File: src/hw/rtl/modexp_pkg.sv
// Package for the modular exponentiation block.
// Holds word width, counter width, register map and the sequencer state type.
// No dependencies.
package modexp_pkg;

    localparam int WORD_BITS = 32;
    localparam int CNT_W     = $clog2(WORD_BITS);
    localparam int ADDR_W    = 3;

    localparam logic [CNT_W-1:0]  CNT_LAST    = CNT_W'(WORD_BITS - 1);
    localparam logic              REG_MODULUS = 1'b0;
    localparam logic [WORD_BITS-1:0] MOD_RESET = WORD_BITS'(2);

    typedef enum logic [2:0] {
        ST_IDLE,
        ST_REDUCE,
        ST_SQUARE,
        ST_MULT,
        ST_DONE
    } modexp_state_t;

endpackage

File: src/hw/rtl/modular_exponentiation.sv
// Modular exponentiation, left-to-right square-and-multiply.
// Depends on modexp_pkg for widths, register map and the state type.
//
// Usage:
//   Input stream (s_tvalid/s_tready/s_tdata) carries a base and an exponent.
//   Output stream (m_tvalid/m_tready/m_tdata) returns one result per transfer.
//   The modulus is written over the APB port at address 0 while idle.
// Operation:
//   One bit-serial modular multiplier does one bit per cycle. An item first
//   reduces the base, then for each exponent bit squares the accumulator
//   and, when the bit is set, multiplies it by the base; a zero modulus
//   gives 0 at once. One item is in work at a time.
// Reset:
//   Sequencer idles, output is empty, modulus returns to 2.
// Stall:
//   A finished result waits in the output register; the next input transfer
//   is taken meanwhile. A second result waits in the sequencer until the
//   output register frees.
module modular_exponentiation
    import modexp_pkg::*;
(
    input  logic                   clk,
    input  logic                   rst_n,
    // APB configuration
    input  logic                   psel,
    input  logic                   penable,
    input  logic                   pwrite,
    input  logic [ADDR_W-1:0]      paddr,
    input  logic [31:0]            pwdata,
    output logic [31:0]            prdata,
    output logic                   pready,
    // input stream
    input  logic                   s_tvalid,
    output logic                   s_tready,
    input  logic [63:0]            s_tdata,   // [31:0] base_value, [63:32] exponent
    // output stream
    output logic                   m_tvalid,
    input  logic                   m_tready,
    output logic [31:0]            m_tdata    // [31:0] power_result
);

    localparam int W = WORD_BITS;

    modexp_state_t   state_reg, state_next;
    logic [W-1:0]    mod_reg;
    logic            out_valid_reg, out_valid_next;
    logic [W-1:0]    out_data_reg, out_data_next;
    logic [W-1:0]    base_reg, base_next;
    logic [W-1:0]    exp_reg, exp_next;
    logic [W-1:0]    acc_reg, acc_next;
    logic [W-1:0]    r_reg, r_next;
    logic [W-1:0]    b_reg, b_next;
    logic [CNT_W-1:0] cnt_reg, cnt_next;
    logic [CNT_W-1:0] ecnt_reg, ecnt_next;

    logic            cfg_wr;
    logic            in_xfer;
    logic            out_load;

    // reduction step
    logic [W:0]      red_t;
    logic [W+1:0]    red_d;
    logic [W-1:0]    red_r;
    // multiply step
    logic [W-1:0]    mul_a;
    logic [W+1:0]    mul_t;
    logic [W+2:0]    mul_d1, mul_d2;
    logic [W-1:0]    mul_r;

    assign pready  = 1'b1;
    assign cfg_wr  = psel && penable && pwrite && pready && (paddr[2] == REG_MODULUS);
    assign prdata  = (paddr[2] == REG_MODULUS) ? mod_reg : 32'd0;

    assign s_tready = (state_reg == ST_IDLE);
    assign in_xfer  = s_tvalid && s_tready;
    assign m_tvalid = out_valid_reg;
    assign m_tdata  = out_data_reg;
    assign out_load = (state_reg == ST_DONE) && (!out_valid_reg || m_tready);

    // base reduction: r = (2r + bit) mod n
    assign red_t = {r_reg, b_reg[W-1]};
    assign red_d = {1'b0, red_t} - {2'b0, mod_reg};
    assign red_r = red_d[W+1] ? red_t[W-1:0] : red_d[W-1:0];

    // modular multiply: r = (2r + bit*a) mod n, with 2r + a below 3n
    assign mul_a  = (state_reg == ST_SQUARE) ? acc_reg : base_reg;
    assign mul_t  = {1'b0, r_reg, 1'b0} + (b_reg[W-1] ? {2'b0, mul_a} : '0);
    assign mul_d1 = {1'b0, mul_t} - {3'b0, mod_reg};
    assign mul_d2 = {1'b0, mul_t} - {2'b0, mod_reg, 1'b0};
    assign mul_r  = !mul_d2[W+2] ? mul_d2[W-1:0] :
                    !mul_d1[W+2] ? mul_d1[W-1:0] : mul_t[W-1:0];

    always_comb
    begin
        state_next     = state_reg;
        out_valid_next = out_valid_reg;
        out_data_next  = out_data_reg;
        base_next      = base_reg;
        exp_next       = exp_reg;
        acc_next       = acc_reg;
        r_next         = r_reg;
        b_next         = b_reg;
        cnt_next       = cnt_reg;
        ecnt_next      = ecnt_reg;

        if (out_valid_reg && m_tready)
        begin
            out_valid_next = 1'b0;
        end

        unique case (state_reg)
            ST_IDLE:
            begin
                if (in_xfer)
                begin
                    exp_next  = s_tdata[63:32];
                    b_next    = s_tdata[31:0];
                    r_next    = '0;
                    cnt_next  = '0;
                    ecnt_next = '0;
                    acc_next  = (mod_reg == W'(1)) ? '0 : W'(1);
                    if (mod_reg == '0)
                    begin
                        acc_next   = '0;
                        state_next = ST_DONE;
                    end
                    else
                    begin
                        state_next = ST_REDUCE;
                    end
                end
            end
            ST_REDUCE:
            begin
                r_next   = red_r;
                b_next   = {b_reg[W-2:0], 1'b0};
                cnt_next = cnt_reg + 1'b1;
                if (cnt_reg == CNT_LAST)
                begin
                    base_next  = red_r;
                    r_next     = '0;
                    b_next     = acc_reg;
                    state_next = ST_SQUARE;
                end
            end
            ST_SQUARE, ST_MULT:
            begin
                r_next   = mul_r;
                b_next   = {b_reg[W-2:0], 1'b0};
                cnt_next = cnt_reg + 1'b1;
                if (cnt_reg == CNT_LAST)
                begin
                    acc_next = mul_r;
                    r_next   = '0;
                    b_next   = mul_r;
                    if (state_reg == ST_SQUARE && exp_reg[W-1])
                    begin
                        state_next = ST_MULT;
                    end
                    else
                    begin
                        exp_next  = {exp_reg[W-2:0], 1'b0};
                        ecnt_next = ecnt_reg + 1'b1;
                        state_next = (ecnt_reg == CNT_LAST) ? ST_DONE : ST_SQUARE;
                    end
                end
            end
            ST_DONE:
            begin
                if (out_load)
                begin
                    out_valid_next = 1'b1;
                    out_data_next  = acc_reg;
                    state_next     = ST_IDLE;
                end
            end
            default:
            begin
                state_next = ST_IDLE;
            end
        endcase
    end

    always_ff @(posedge clk or negedge rst_n)
    begin
        if (!rst_n)
        begin
            state_reg     <= ST_IDLE;
            out_valid_reg <= 1'b0;
            mod_reg       <= MOD_RESET;
            cnt_reg       <= '0;
            ecnt_reg      <= '0;
        end
        else
        begin
            state_reg     <= state_next;
            out_valid_reg <= out_valid_next;
            cnt_reg       <= cnt_next;
            ecnt_reg      <= ecnt_next;
            if (cfg_wr)
            begin
                mod_reg <= pwdata[W-1:0];
            end
        end
    end

    always_ff @(posedge clk)
    begin
        out_data_reg <= out_data_next;
        base_reg     <= base_next;
        exp_reg      <= exp_next;
        acc_reg      <= acc_next;
        r_reg        <= r_next;
        b_reg        <= b_next;
    end

endmodule

File: config.mk
export PLATFORM = sky130hd
export DESIGN_NAME = modular_exponentiation
export DESIGN_NICKNAME = d
export VERILOG_FILES = /design/src/hw/rtl/modexp_pkg.sv /design/src/hw/rtl/modular_exponentiation.sv
export SDC_FILE = /design/constraint.sdc
export NUM_CORES = 1
export LEC_CHECK = 0
export BUFFER_PORTS_ARGS = -buffer_cell sky130_fd_sc_hd__buf_4
export CORE_AREA = 2 2 217 219
export CTS_CLUSTER_DIAMETER = 40
export DETAILED_ROUTE_END_ITERATION = 16
export DIE_AREA = 0 0 219 221
export GPL_ROUTABILITY_DRIVEN = 1
export PLACE_DENSITY_LB_ADDON = 0.08
export SETUP_SLACK_MARGIN = 0.02
export SYNTH_ARGS = -nofsm -noshare
export SYNTH_HDL_FRONTEND = slang
export SYNTH_SLANG_ARGS = --single-unit
File: constraint.sdc
create_clock -name clk -period 16.1 [get_ports clk]
set_input_delay 2.415 -clock clk [delete_from_list [all_inputs] [get_ports clk]]
set_output_delay 2.415 -clock clk [all_outputs]
set_load 0.03 [all_outputs]
==> results of run 1 <==
## kinds of logic (layout without fill, tap and decap cells)
group | count (synthesis) | after routing
AND/OR/NAND/NOR | 688 | 688
AO/OA/AOI/OAI | 607 | 607
flip-flops | 238 | 238
buffers and inverters | 175 | 356
adder cells (fa/ha/maj) | 135 | 135
XOR/XNOR | 99 | 99
multiplexers | 74 | 74
other | 1 | 1
## per-stage QoR
stage / util / setup slack (ns) / instance area [um^2] / hold WS, ns
3_5_place_dp: 0.434 / 7.03 / 20000 / 0.475
6_report: 0.466 / 6.88 / 21500 / 0.484
2_1_floorplan: - / 10.28 / 18200 / 0.443
3_3_place_gp: 0.434 / 7.15 / 20000 / 0.468
5_1_grt: 0.466 / 6.31 / 21500 / 0.502
4_1_cts: 0.466 / 7.01 / 21500 / 0.486
## metal layers
metal	wire length [um]	up-vias	GRT usage
met4	1120	0	0.0610
li1	-	7773	-
met2	25100	581	0.350
met5	0	-	0
met1	29700	7733	0.378
met3	4820	73	0.0495
## layout make-up
cell class	instances	area share
Clock buffer	50	0.0543
Timing Repair Buffer	193	0.0675
Clock inverter	31	0.0139
Inverter	82	0.0143
Tap cell	607	0.0354
Sequential cell	238	0.322
Multi-Input combinational cell	1604	0.493
## critical path: stages, from the launching register on
cell	delay, ns
sky130_fd_sc_hd__dfrtp_1	0.36
sky130_fd_sc_hd__buf_4	0.20
sky130_fd_sc_hd__inv_1	0.18
sky130_fd_sc_hd__buf_4	0.34
sky130_fd_sc_hd__or3_1	0.16
sky130_fd_sc_hd__buf_4	0.36
sky130_fd_sc_hd__nand2_1	0.10
sky130_fd_sc_hd__a21oi_1	0.21
sky130_fd_sc_hd__ha_1	0.22
sky130_fd_sc_hd__inv_1	0.06
sky130_fd_sc_hd__fa_1	0.40
sky130_fd_sc_hd__nor2b_1	0.18
sky130_fd_sc_hd__o211a_1	0.29
sky130_fd_sc_hd__o21bai_1	0.18
sky130_fd_sc_hd__o21bai_1	0.32
sky130_fd_sc_hd__a31oi_1	0.15
sky130_fd_sc_hd__xnor2_1	0.48
sky130_fd_sc_hd__ha_1	0.41
sky130_fd_sc_hd__a21oi_1	0.31
sky130_fd_sc_hd__o21bai_1	0.19
sky130_fd_sc_hd__a22oi_1	0.33
sky130_fd_sc_hd__o22ai_1	0.14
sky130_fd_sc_hd__a21oi_1	0.47
sky130_fd_sc_hd__nor2b_1	0.85
sky130_fd_sc_hd__nand2_1	0.76
sky130_fd_sc_hd__mux2_2	0.50
sky130_fd_sc_hd__mux2i_1	0.52
sky130_fd_sc_hd__o21ai_0	0.19
## cells in the mapped netlist, types with 11 or more instances
library cell / instances
sky130_fd_sc_hd__a21o_1: 36
sky130_fd_sc_hd__buf_2: 12
sky130_fd_sc_hd__o21ai_0: 112
sky130_fd_sc_hd__nand4_1: 22
sky130_fd_sc_hd__a31oi_1: 21
sky130_fd_sc_hd__a211oi_1: 28
sky130_fd_sc_hd__o31ai_1: 25
sky130_fd_sc_hd__o21bai_1: 15
sky130_fd_sc_hd__clkbuf_1: 76
sky130_fd_sc_hd__nor2_1: 180
sky130_fd_sc_hd__inv_1: 82
sky130_fd_sc_hd__nand2b_1: 30
sky130_fd_sc_hd__o211ai_1: 19
sky130_fd_sc_hd__mux2_2: 61
sky130_fd_sc_hd__dfrtp_1: 45
sky130_fd_sc_hd__or3_1: 14
sky130_fd_sc_hd__and3_1: 14
sky130_fd_sc_hd__nand2_1: 276
sky130_fd_sc_hd__o21ai_1: 11
sky130_fd_sc_hd__xnor2_1: 64
sky130_fd_sc_hd__xor2_1: 35
sky130_fd_sc_hd__a22o_1: 15
sky130_fd_sc_hd__ha_1: 131
sky130_fd_sc_hd__nor3_1: 38
sky130_fd_sc_hd__and2_1: 15
sky130_fd_sc_hd__mux2i_1: 13
sky130_fd_sc_hd__a21oi_1: 171
sky130_fd_sc_hd__o21a_1: 26
sky130_fd_sc_hd__o22ai_1: 13
sky130_fd_sc_hd__nand3_1: 36
sky130_fd_sc_hd__nor2b_1: 25
sky130_fd_sc_hd__edfxtp_1: 192
## path summary, 6_finish.rpt
path	endpoint	slack (ns)
max in group asynchronous	mod_reg[2]	13.70
setup / recovery	r_reg[11]	6.88
hold reg to reg	cnt_reg[3]	0.48
setup reg to reg	r_reg[11]	6.88
min in group asynchronous	cnt_reg[4]	1.89
hold / removal	cnt_reg[3]	0.48
==> metrics.md, run 1 <==
| Metric | Value |
|---|---|
| Run status | finished clean |
| Final Net Count | approximately 2400 |
| Multiplexer share of the synthesized area | 0.0450 |
| Non-Filler Instances | 2805 |
| Post_cts resized | 0 |
| Starting Density | 0.394 |
| Core area | around 0.046 mm^2 |
| Launch point of the worst path | state_reg[1] |
| Yosys cell types | 86 |
| Total number of vias | between 15000 and 20000 |
| Number of detailed-route iterations in the first pass | 5 |
| Highest-count cells in the layout ignoring fill and taps | 275 x sky130_fd_sc_hd__nand2_1, 193 x sky130_fd_sc_hd__buf_4, 192 x sky130_fd_sc_hd__edfxtp_1 |
| Clock tree from TritonCTS | done |
| Class of the worst hold path | flip-flop to flip-flop |
| Area fraction in and, or, nand and nor cells after synthesis | 0.171 |
| Clock transition time at the flip-flop clock pins of the worst setup and hold paths | 0.05 ns |
| Worst hold path stage count | 1 |
| Startpoint of the worst hold path | cnt_reg[3] |
| Register area | 0.00692 mm^2 |
| CP Launch Type | flip-flop |
| Relative max-transition margin | 0.271 |
| Area overhead of the layout relative to synthesis | 18.2% |
| #FFs+latches synth | roughly 240 |
| Multi-input gate area in the final layout | 0.0106 mm^2 |
| Post-synth EDFFs | approximately 190 |
| Number of antenna violations at the first check in global routing | 0 |
| Count of buffers from port buffering | 169 |
| Asr flop ratio synth | 0.193 |
| WS Path Type | flip-flop to flip-flop |
| Fraction of post-synthesis cell area in the top cell type by area | 0.317 |
| Xor and xnor fraction of the mapped netlist area | 0.0477 |
| I/O pin count | 173 |
| Post-route DRC | 0 |
| Post-synthesis sequential area ratio | 0.381 |
| Depth of the worst register-to-register path | 27 |
| Critical Path End Type | flip-flop |
| Worst clock skew | ~0.014 ns |
| Routed Antenna Nets | 0 |
| Post-DP HPWL | 46600 um |
| Number of clock buffers inserted by TritonCTS | 46 |
| Unrepaired setup endpoints after global routing | false |
| Post-layout min period | ~9 ns |
| Filler Cells Inserted | ~4500 |
| Count of final max-slew check failures | 0 |
| Average cell area after synthesis | between 9 and 10 um^2 |
| Drt first-iter violations | ~1200 |
| Most common library cell in the layout ignoring fill and taps | sky130_fd_sc_hd__nand2_1 |
| Largest net degree at the start of global routing | between 70 and 80 |
| Insertion delay to the later sink of the worst-skew pair | approximately 0.57 ns |
| Slew @ Worst Pin | between 1 and 1.5 ns |
| Mean number of vias per cell | approximately 5.8 |
| Max-Cap Viols | 0 |
| Worst path arrival time | between 9 and 10 ns |
| Global-route wire length before repair | roughly 90000 um |
| Vias in the first global route | about 15000 |
| GRT Overall Usage | 0.246 |
| Setup Buffers After CTS | 0 |
| Highest clock rate | about 0.11 GHz |
| Final setup viols | 0 |
| Number of core rows | 79 |
| Die outline width | ~220 um |
| Largest cells by area after synthesis | sky130_fd_sc_hd__edfxtp_1 32%, sky130_fd_sc_hd__ha_1 9.0%, sky130_fd_sc_hd__dfrtp_1 6.2%, sky130_fd_sc_hd__nand2_1 5.7%, sky130_fd_sc_hd__a21oi_1 4.7% |
| Compound-Gate Fraction of Synth Area | 0.222 |
| Adder and majority gate portion of the synthesized area | 0.0946 |
| Total number of yosys warnings | 0 |
| Critical Path Fanout Max | 31 |
| Number of placed instances, taps included | between 2000 and 3000 |
| Share of final-layout standard cells stronger than drive strength 1 | 0.166 |
| Overall die area | a little under 0.05 mm^2 |
| Y dimension of the die | 221 um |
| Global-route congestion overflow total | 0 |
| Net count after synthesis | between 2000 and 2500 |
| Routability-driven placement congestion ratio | 0.911 |
| Hold violation total from the final report | 0 |
| Number of hold buffers added after cts | 0 |
| Total routed wirelength | just over 60000 um |
| Endpoint required time on the critical path | 16.38 ns |
| Instance count of the mapped netlist | between 2000 and 2500 |
| Total number of clock tree sinks | 238 |
| Cell type contributing the most total cell area after synthesis | sky130_fd_sc_hd__edfxtp_1 |
| Ratio of final minimum period to clock period | 0.572 |
| Main synth FF type | sky130_fd_sc_hd__edfxtp_1 |
| Maximum clock insertion buffer count | 3 |
| Netlist area before placement | ~0.018 mm^2 |
| Worst reg2reg startpoint | state_reg[1] |
| Final routed wire length divided by cell count | around 22 um |
| H-tree depth | 2 |
| Master cell of the clock root buffer | sky130_fd_sc_hd__clkbuf_16 |
| N_diodes | 0 |
| Setup total negative slack | 0 ns |
| Combinational family with the most area after synthesis | compound AO/OA/AOI/OAI gates |
Power of run 1 is left out: the tool's default activity adds up to more than one toggle a clock period on the data nets, which glitch-free logic cannot reach.
==> run 2: changes to the inputs <==
==> constraint.sdc (replaced) <==
create_clock -name clk -period 7.5 [get_ports clk]
set_input_delay 1.125 -clock clk [delete_from_list [all_inputs] [get_ports clk]]
set_output_delay 1.125 -clock clk [all_outputs]
set_load 0.03 [all_outputs]
==> run 2 against run 1 <==
Net effect:
- worst setup slack lost 6.4 ns
- critical path depth shrank 1
- routed wire length increased by 0.17%
- die area unchanged
- count of clock-buffer cells in the layout is 10 higher
- final area is 1.7% higher
- non-clock buffer count rose by 31
- cell count grew 1.2%
- via count rose by 0.71%
- clock skew increased by 0.0058 ns
- flip-flop and latch count did not move
- fmax grew 31%
- highest routed layer unchanged
==> metrics.md, run 2 (same netlist as run 1, synthesis figures left out) <==
| Metric | Value |
|---|---|
| Run status | finished clean |
| Post-route DRC | 0 (unchanged) |
| Number of core rows | 79 (unchanged) |
| Overall die area | 0.0484 mm^2 (unchanged) |
| N_diodes | 0 (unchanged) |
| Most common library cell in the layout ignoring fill and taps | sky130_fd_sc_hd__nand2_1 |
| CP max stage delay | 0.52 ns (-0.33 ns) |
| Slowest library cell on the worst path | sky130_fd_sc_hd__dfrtp_1 |
| Multi-input gate area in the final layout | 0.0106 mm^2 (+0.23%) |
| Critical Path Fanout Max | 39 (+26%) |
| Worst clock skew | 0.0200 ns (+0.00583 ns) |
| Ratio of final minimum period to clock period | 0.941 (+0.369) |
| Worst path arrival time | 7.48 ns (-2.02 ns) |
| Maximum clock insertion buffer count | 3 (unchanged) |
| WS Path Type | flip-flop to flip-flop |
| Vias in the first global route | 15116 (-0.72%) |
| Critical Path End Type | flip-flop |
| Hold violation total from the final report | 0 (unchanged) |
| Slew @ Worst Pin | 1.09 ns (+0.00119 ns) |
| Setup total negative slack | 0 ns (unchanged) |
| Core area | 0.0461 mm^2 (unchanged) |
| Final Net Count | 2436 (+1.2%) |
| Number of clock buffers inserted by TritonCTS | 45 (-2.2%) |
| Total number of vias | 16274 (+0.71%) |
| Clock tree from TritonCTS | done |
| Total routed wirelength | 60800 um (+0.17%) |
| Highest-count cells in the layout ignoring fill and taps | 275 x sky130_fd_sc_hd__nand2_1, 223 x sky130_fd_sc_hd__buf_4, 192 x sky130_fd_sc_hd__edfxtp_1 |
| Max-Cap Viols | 0 (unchanged) |
| Count of final max-slew check failures | 0 (unchanged) |
| Share of final-layout standard cells stronger than drive strength 1 | 0.178 (+0.0128) |
| Area overhead of the layout relative to synthesis | 20.2% |
| Highest clock rate | 0.142 GHz (+31%) |
| Routed Antenna Nets | 0 (unchanged) |
| Die outline width | 219 um (unchanged) |
| Mean number of vias per cell | 5.73 (-0.47%) |
| Unrepaired setup endpoints after global routing | false |
| Routability-driven placement congestion ratio | 0.907 (-0.46%) |
| Final setup viols | 0 (unchanged) |
| Drt first-iter violations | 1393 (+17%) |
| Y dimension of the die | 221 um (unchanged) |
| Filler Cells Inserted | 4539 (+0.066%) |
| Largest net degree at the start of global routing | 65 (-17%) |
| Crit-path leading delay family | compound AO/OA/AOI/OAI gates |
| Count of buffer and inverter cells on the critical path | 3 (-2) |
| H-tree depth | 2 (unchanged) |
| Number of antenna violations at the first check in global routing | 0 (unchanged) |
| Relative max-transition margin | 0.273 (+0.00280) |
| Master cell of the clock root buffer | sky130_fd_sc_hd__clkbuf_16 |
| I/O pin count | 173 (unchanged) |
| Class of the worst hold path | flip-flop to flip-flop |
| Final routed wire length divided by cell count | 21.4 um (-1.0%) |
| Insertion delay to the later sink of the worst-skew pair | 0.58 ns (about the same) |
| Register area | 0.00692 mm^2 (unchanged) |
| CP Launch Type | flip-flop |
| Starting Density | 0.394 (unchanged) |
| Clock transition time at the flip-flop clock pins of the worst setup and hold paths | 0.06 ns (about the same) |
| Endpoint required time on the critical path | 7.93 ns (-8.45 ns) |
| Global-route congestion overflow total | 0 (unchanged) |
| Post-layout min period | 7.06 ns (-2.16 ns) |
| GRT Overall Usage | 0.246 (+0.000280) |
| Number of detailed-route iterations in the first pass | 7 (+2) |
| Global-route wire length before repair | 91500 um (about the same) |
| Count of buffers from port buffering | 169 (unchanged) |
| Post-DP HPWL | 46700 um (+0.31%) |
| Total number of clock tree sinks | 238 (unchanged) |
| Post-route core utilization | 0.474 (+0.00793) |
run 2: changes by cell type in the layout (fill, tap and decap cells not counted), sizes merged:
cell      delta
buf         +31
clkinvlp     -9
clkbuf      +10
clkinv       -3
inv          +4
run 2: metrics by stage:
stage | cell area, um^2 | setup WS [ns] | instances | hold WS [ns]
after floorplan | 18200 | 1.68 | 2017 | 0.443
after global placement | 20300 | 0.608 | 2754 | 0.467
after detailed placement | 20300 | 0.532 | 2754 | 0.476
after CTS | 21800 | 0.498 | 2837 | 0.484
after global routing | 21800 | 0.0406 | 2838 | 0.508
final | 21800 | 0.443 | 2838 | 0.480
run 2: metal layers:
metal  global-route usage  part of all wire  up-vias
met4               0.0438             0.014        0
li1                     -                 -     7843
met1                0.390              0.50     7814
met3               0.0415             0.079       57
met5                    0                 0        -
met2                0.350              0.41      560
run 2: area by class of cell:
class / count / area share
multi-input cells: 1604 / 0.485
flip-flops and latches: 238 / 0.317
repair buffers: 224 / 0.0776
clock buffers: 60 / 0.0584
well taps: 607 / 0.0348
inverters: 82 / 0.0141
clock inverters: 23 / 0.0130
run 2: what timing repair did:
action                     CTS  global route
setup buffers                0             1
resized for setup            0             4
hold buffers                 0             0
setup endpoints to repair    0             9
run 2: worst paths after layout:
path / cells after the start / slack (ns) / end / from
worst max-delay path: 26 / 0.44 / b_reg[16] / state_reg[0]
worst min-delay path: 1 / 0.48 / cnt_reg[3] / cnt_reg[3]
worst max register to register: 26 / 0.44 / b_reg[16] / state_reg[0]
worst min register to register: 1 / 0.48 / cnt_reg[3] / cnt_reg[3]
max in group asynchronous: 1 / 6.39 / mod_reg[0] / rst_n
min in group asynchronous: 1 / 0.60 / cnt_reg[4] / rst_n
Power of run 2 is left out for the same reason.
==> run 3: changes to the inputs <==
--- a/config.mk
+++ b/config.mk
@@ -5,6 +5,7 @@
 export SDC_FILE = /design/constraint.sdc
 export NUM_CORES = 1
 export LEC_CHECK = 0
+export ABC_CLOCK_PERIOD_IN_PS = 7400
 export BUFFER_PORTS_ARGS = -buffer_cell sky130_fd_sc_hd__buf_4
 export CORE_AREA = 2 2 217 219
 export CTS_CLUSTER_DIAMETER = 40
==> constraint.sdc (replaced) <==
create_clock -name clk -period 7.4 [get_ports clk]
set_input_delay 1.11 -clock clk [delete_from_list [all_inputs] [get_ports clk]]
set_output_delay 1.11 -clock clk [all_outputs]
set_load 0.03 [all_outputs]
==> run 3 against run 2 <==
Net effect:
- count of clock-buffer cells in the layout is 13 lower
- worst hold slack better by 0.010 ns
- via count is 0.82% lower
- register-to-register slack hardly changed
- non-clock buffer count is 2 lower
- critical path type unchanged
==> metrics.md, run 3 (same netlist as run 1, synthesis figures left out) <==
| Metric | Value |
|---|---|
| Number of core rows | 79 (unchanged) |
| Number of antenna violations at the first check in global routing | 1 (+1) |
| Final routed wire length divided by cell count | 21.4 um (-0.28%) |
| Max-Cap Viols | 0 (unchanged) |
| Most common library cell in the layout ignoring fill and taps | sky130_fd_sc_hd__nand2_1 |
| Crit-path leading delay family | compound AO/OA/AOI/OAI gates |
| Relative max-transition margin | 0.260 (-0.0134) |
| Setup total negative slack | 0 ns (unchanged) |
| Number of placed instances, taps included | 2753 (-0.036%) |
| Count of final max-slew check failures | 0 (unchanged) |
| I/O pin count | 173 (unchanged) |
| Count of buffer and inverter cells on the critical path | 3 (unchanged) |
| Final Net Count | 2434 (-0.082%) |
| Unrepaired setup endpoints after global routing | true |
| Highest-count cells in the layout ignoring fill and taps | 275 x sky130_fd_sc_hd__nand2_1, 221 x sky130_fd_sc_hd__buf_4, 192 x sky130_fd_sc_hd__edfxtp_1 |
| Number of hold buffers added after cts | 0 (unchanged) |
| H-tree depth | 2 (unchanged) |
| Area overhead of the layout relative to synthesis | 19.9% |
| Slowest library cell on the worst path | sky130_fd_sc_hd__dfrtp_1 |
| Routed Antenna Nets | 0 (unchanged) |
| Insertion delay to the later sink of the worst-skew pair | 0.58 ns (about the same) |
| Die outline width | 219 um (unchanged) |
| Worst path arrival time | 7.30 ns (-0.18 ns) |
| Global-route congestion overflow total | 0 (unchanged) |
| Most Frequent Cell on Critical Path | sky130_fd_sc_hd__a21oi_1 |
| Number of clock buffers inserted by TritonCTS | 45 (unchanged) |
| Starting Density | 0.394 (unchanged) |
| Critical Path End Type | flip-flop |
| Total routed wirelength | 60600 um (-0.36%) |
| Core area | 0.0461 mm^2 (unchanged) |
| Highest clock rate | 0.144 GHz (+1.3%) |
| Y dimension of the die | 221 um (unchanged) |
| Share of final-layout standard cells stronger than drive strength 1 | 0.182 (+0.00375) |
| Routability-driven placement congestion ratio | 0.876 (-3.3%) |
| Overall die area | 0.0484 mm^2 (unchanged) |
| Post-layout min period | 6.96 ns (-0.0926 ns) |
| Count of buffers from port buffering | 169 (unchanged) |
| Clock transition time at the flip-flop clock pins of the worst setup and hold paths | 0.06 ns (about the same) |
| Slew @ Worst Pin | 1.11 ns (+0.0201 ns) |
| Maximum clock insertion buffer count | 3 (unchanged) |
| Drt first-iter violations | 1301 (-6.6%) |
| Filler Cells Inserted | 4543 (+0.088%) |
| GRT Overall Usage | 0.246 (about the same) |
| Mean number of vias per cell | 5.69 (-0.75%) |
| Post-route DRC | 0 (unchanged) |
| Worst clock skew | 0.0307 ns (+0.0107 ns) |
| Post_cts resized | 0 (unchanged) |
| Setup Buffers After CTS | 0 (unchanged) |
| Critical Path Fanout Max | 31 (-21%) |
| Run status | finished clean |
| Vias in the first global route | 15229 (+0.75%) |
| Post-DP HPWL | 46400 um (-0.80%) |
| Total number of vias | 16141 (-0.82%) |
| Global-route wire length before repair | 91500 um (about the same) |
| Endpoint required time on the critical path | 7.73 ns (-0.20 ns) |
| Final setup viols | 0 (unchanged) |
| Hold slack final | 0.490 ns (+0.0101 ns) |
| Master cell of the clock root buffer | sky130_fd_sc_hd__clkbuf_16 |
| Class of the worst hold path | flip-flop to flip-flop |
| Largest net degree at the start of global routing | 65 (unchanged) |
| Clock tree from TritonCTS | done |
| Area of all placed cells without fillers | 0.0218 mm^2 (-0.27%) |
| Post-place instance area | 0.0202 mm^2 (about the same) |
| WS Path Type | flip-flop to flip-flop |
| Total number of clock tree sinks | 238 (unchanged) |
| Number of detailed-route iterations in the first pass | 5 (-2) |
| N_diodes | 0 (unchanged) |
| CP Launch Type | flip-flop |
| Hold violation total from the final report | 0 (unchanged) |
| CP max stage delay | 0.55 ns (+0.03 ns) |
| Ratio of final minimum period to clock period | 0.941 (about the same) |
| Non-Filler Instances | 2836 (-0.070%) |
run 3: worst paths after layout:
path                         startpoint          end  slack (ns)  cells after the start
max                        state_reg[0]    r_reg[20]        0.44                     26
min                          acc_reg[7]   m_tdata[7]        0.49                      0
max reg2reg                state_reg[0]    r_reg[20]        0.44                     26
min reg2reg                  acc_reg[7]   m_tdata[7]        0.49                      0
max in group asynchronous         rst_n  mod_reg[31]        6.30                      1
min in group asynchronous         rst_n   cnt_reg[0]        0.57                      1
run 3: layer usage:
metal	global-route usage	share of wire	wire length [um]
met1	0.380	0.49	29700
met2	0.350	0.41	25000
met3	0.0493	0.080	4860
met4	0.0584	0.018	1120
met5	0	0	0
run 3: worst register-to-register path, cell delays in order, from the launching register on:
cell and delay [ns]:
sky130_fd_sc_hd__dfrtp_1 0.55, sky130_fd_sc_hd__or3_1 0.18, sky130_fd_sc_hd__buf_4 0.34, sky130_fd_sc_hd__nand2_1 0.11, sky130_fd_sc_hd__a21oi_1 0.19, sky130_fd_sc_hd__ha_1 0.22, sky130_fd_sc_hd__inv_1 0.06, sky130_fd_sc_hd__fa_1 0.40
sky130_fd_sc_hd__nor2b_1 0.18, sky130_fd_sc_hd__o211a_1 0.28, sky130_fd_sc_hd__o21bai_1 0.19, sky130_fd_sc_hd__o31a_1 0.35, sky130_fd_sc_hd__a21oi_1 0.18, sky130_fd_sc_hd__nor3b_1 0.06, sky130_fd_sc_hd__nor2_1 0.38, sky130_fd_sc_hd__ha_1 0.42
sky130_fd_sc_hd__a211oi_1 0.34, sky130_fd_sc_hd__o211ai_1 0.15, sky130_fd_sc_hd__a22oi_1 0.34, sky130_fd_sc_hd__o22ai_1 0.14, sky130_fd_sc_hd__a21oi_1 0.18, sky130_fd_sc_hd__nor2b_1 0.19, sky130_fd_sc_hd__nand2_1 0.25, sky130_fd_sc_hd__buf_4 0.28
sky130_fd_sc_hd__nor2_1 0.11, sky130_fd_sc_hd__o31a_1 0.34, sky130_fd_sc_hd__a2bb2o_1 0.32
run 3: layout make-up:
type                    count  area, um^2  area share
clock inverters            36         382      0.0175
inverters                  82         308      0.0141
well taps                 607         759      0.0349
multi-input cells        1604       10600       0.486
flip-flops and latches    238        6920       0.318
repair buffers            222        1680      0.0771
clock buffers              47        1140      0.0525
run 3: metrics by stage:
step,setup slack (ns),utilization
after floorplan,1.58,-
after global placement,0.625,0.439
after detailed placement,0.493,0.439
after CTS,0.442,0.473
after global routing,0.00498,0.473
final,0.435,0.473
Power of run 3 is left out for the same reason.
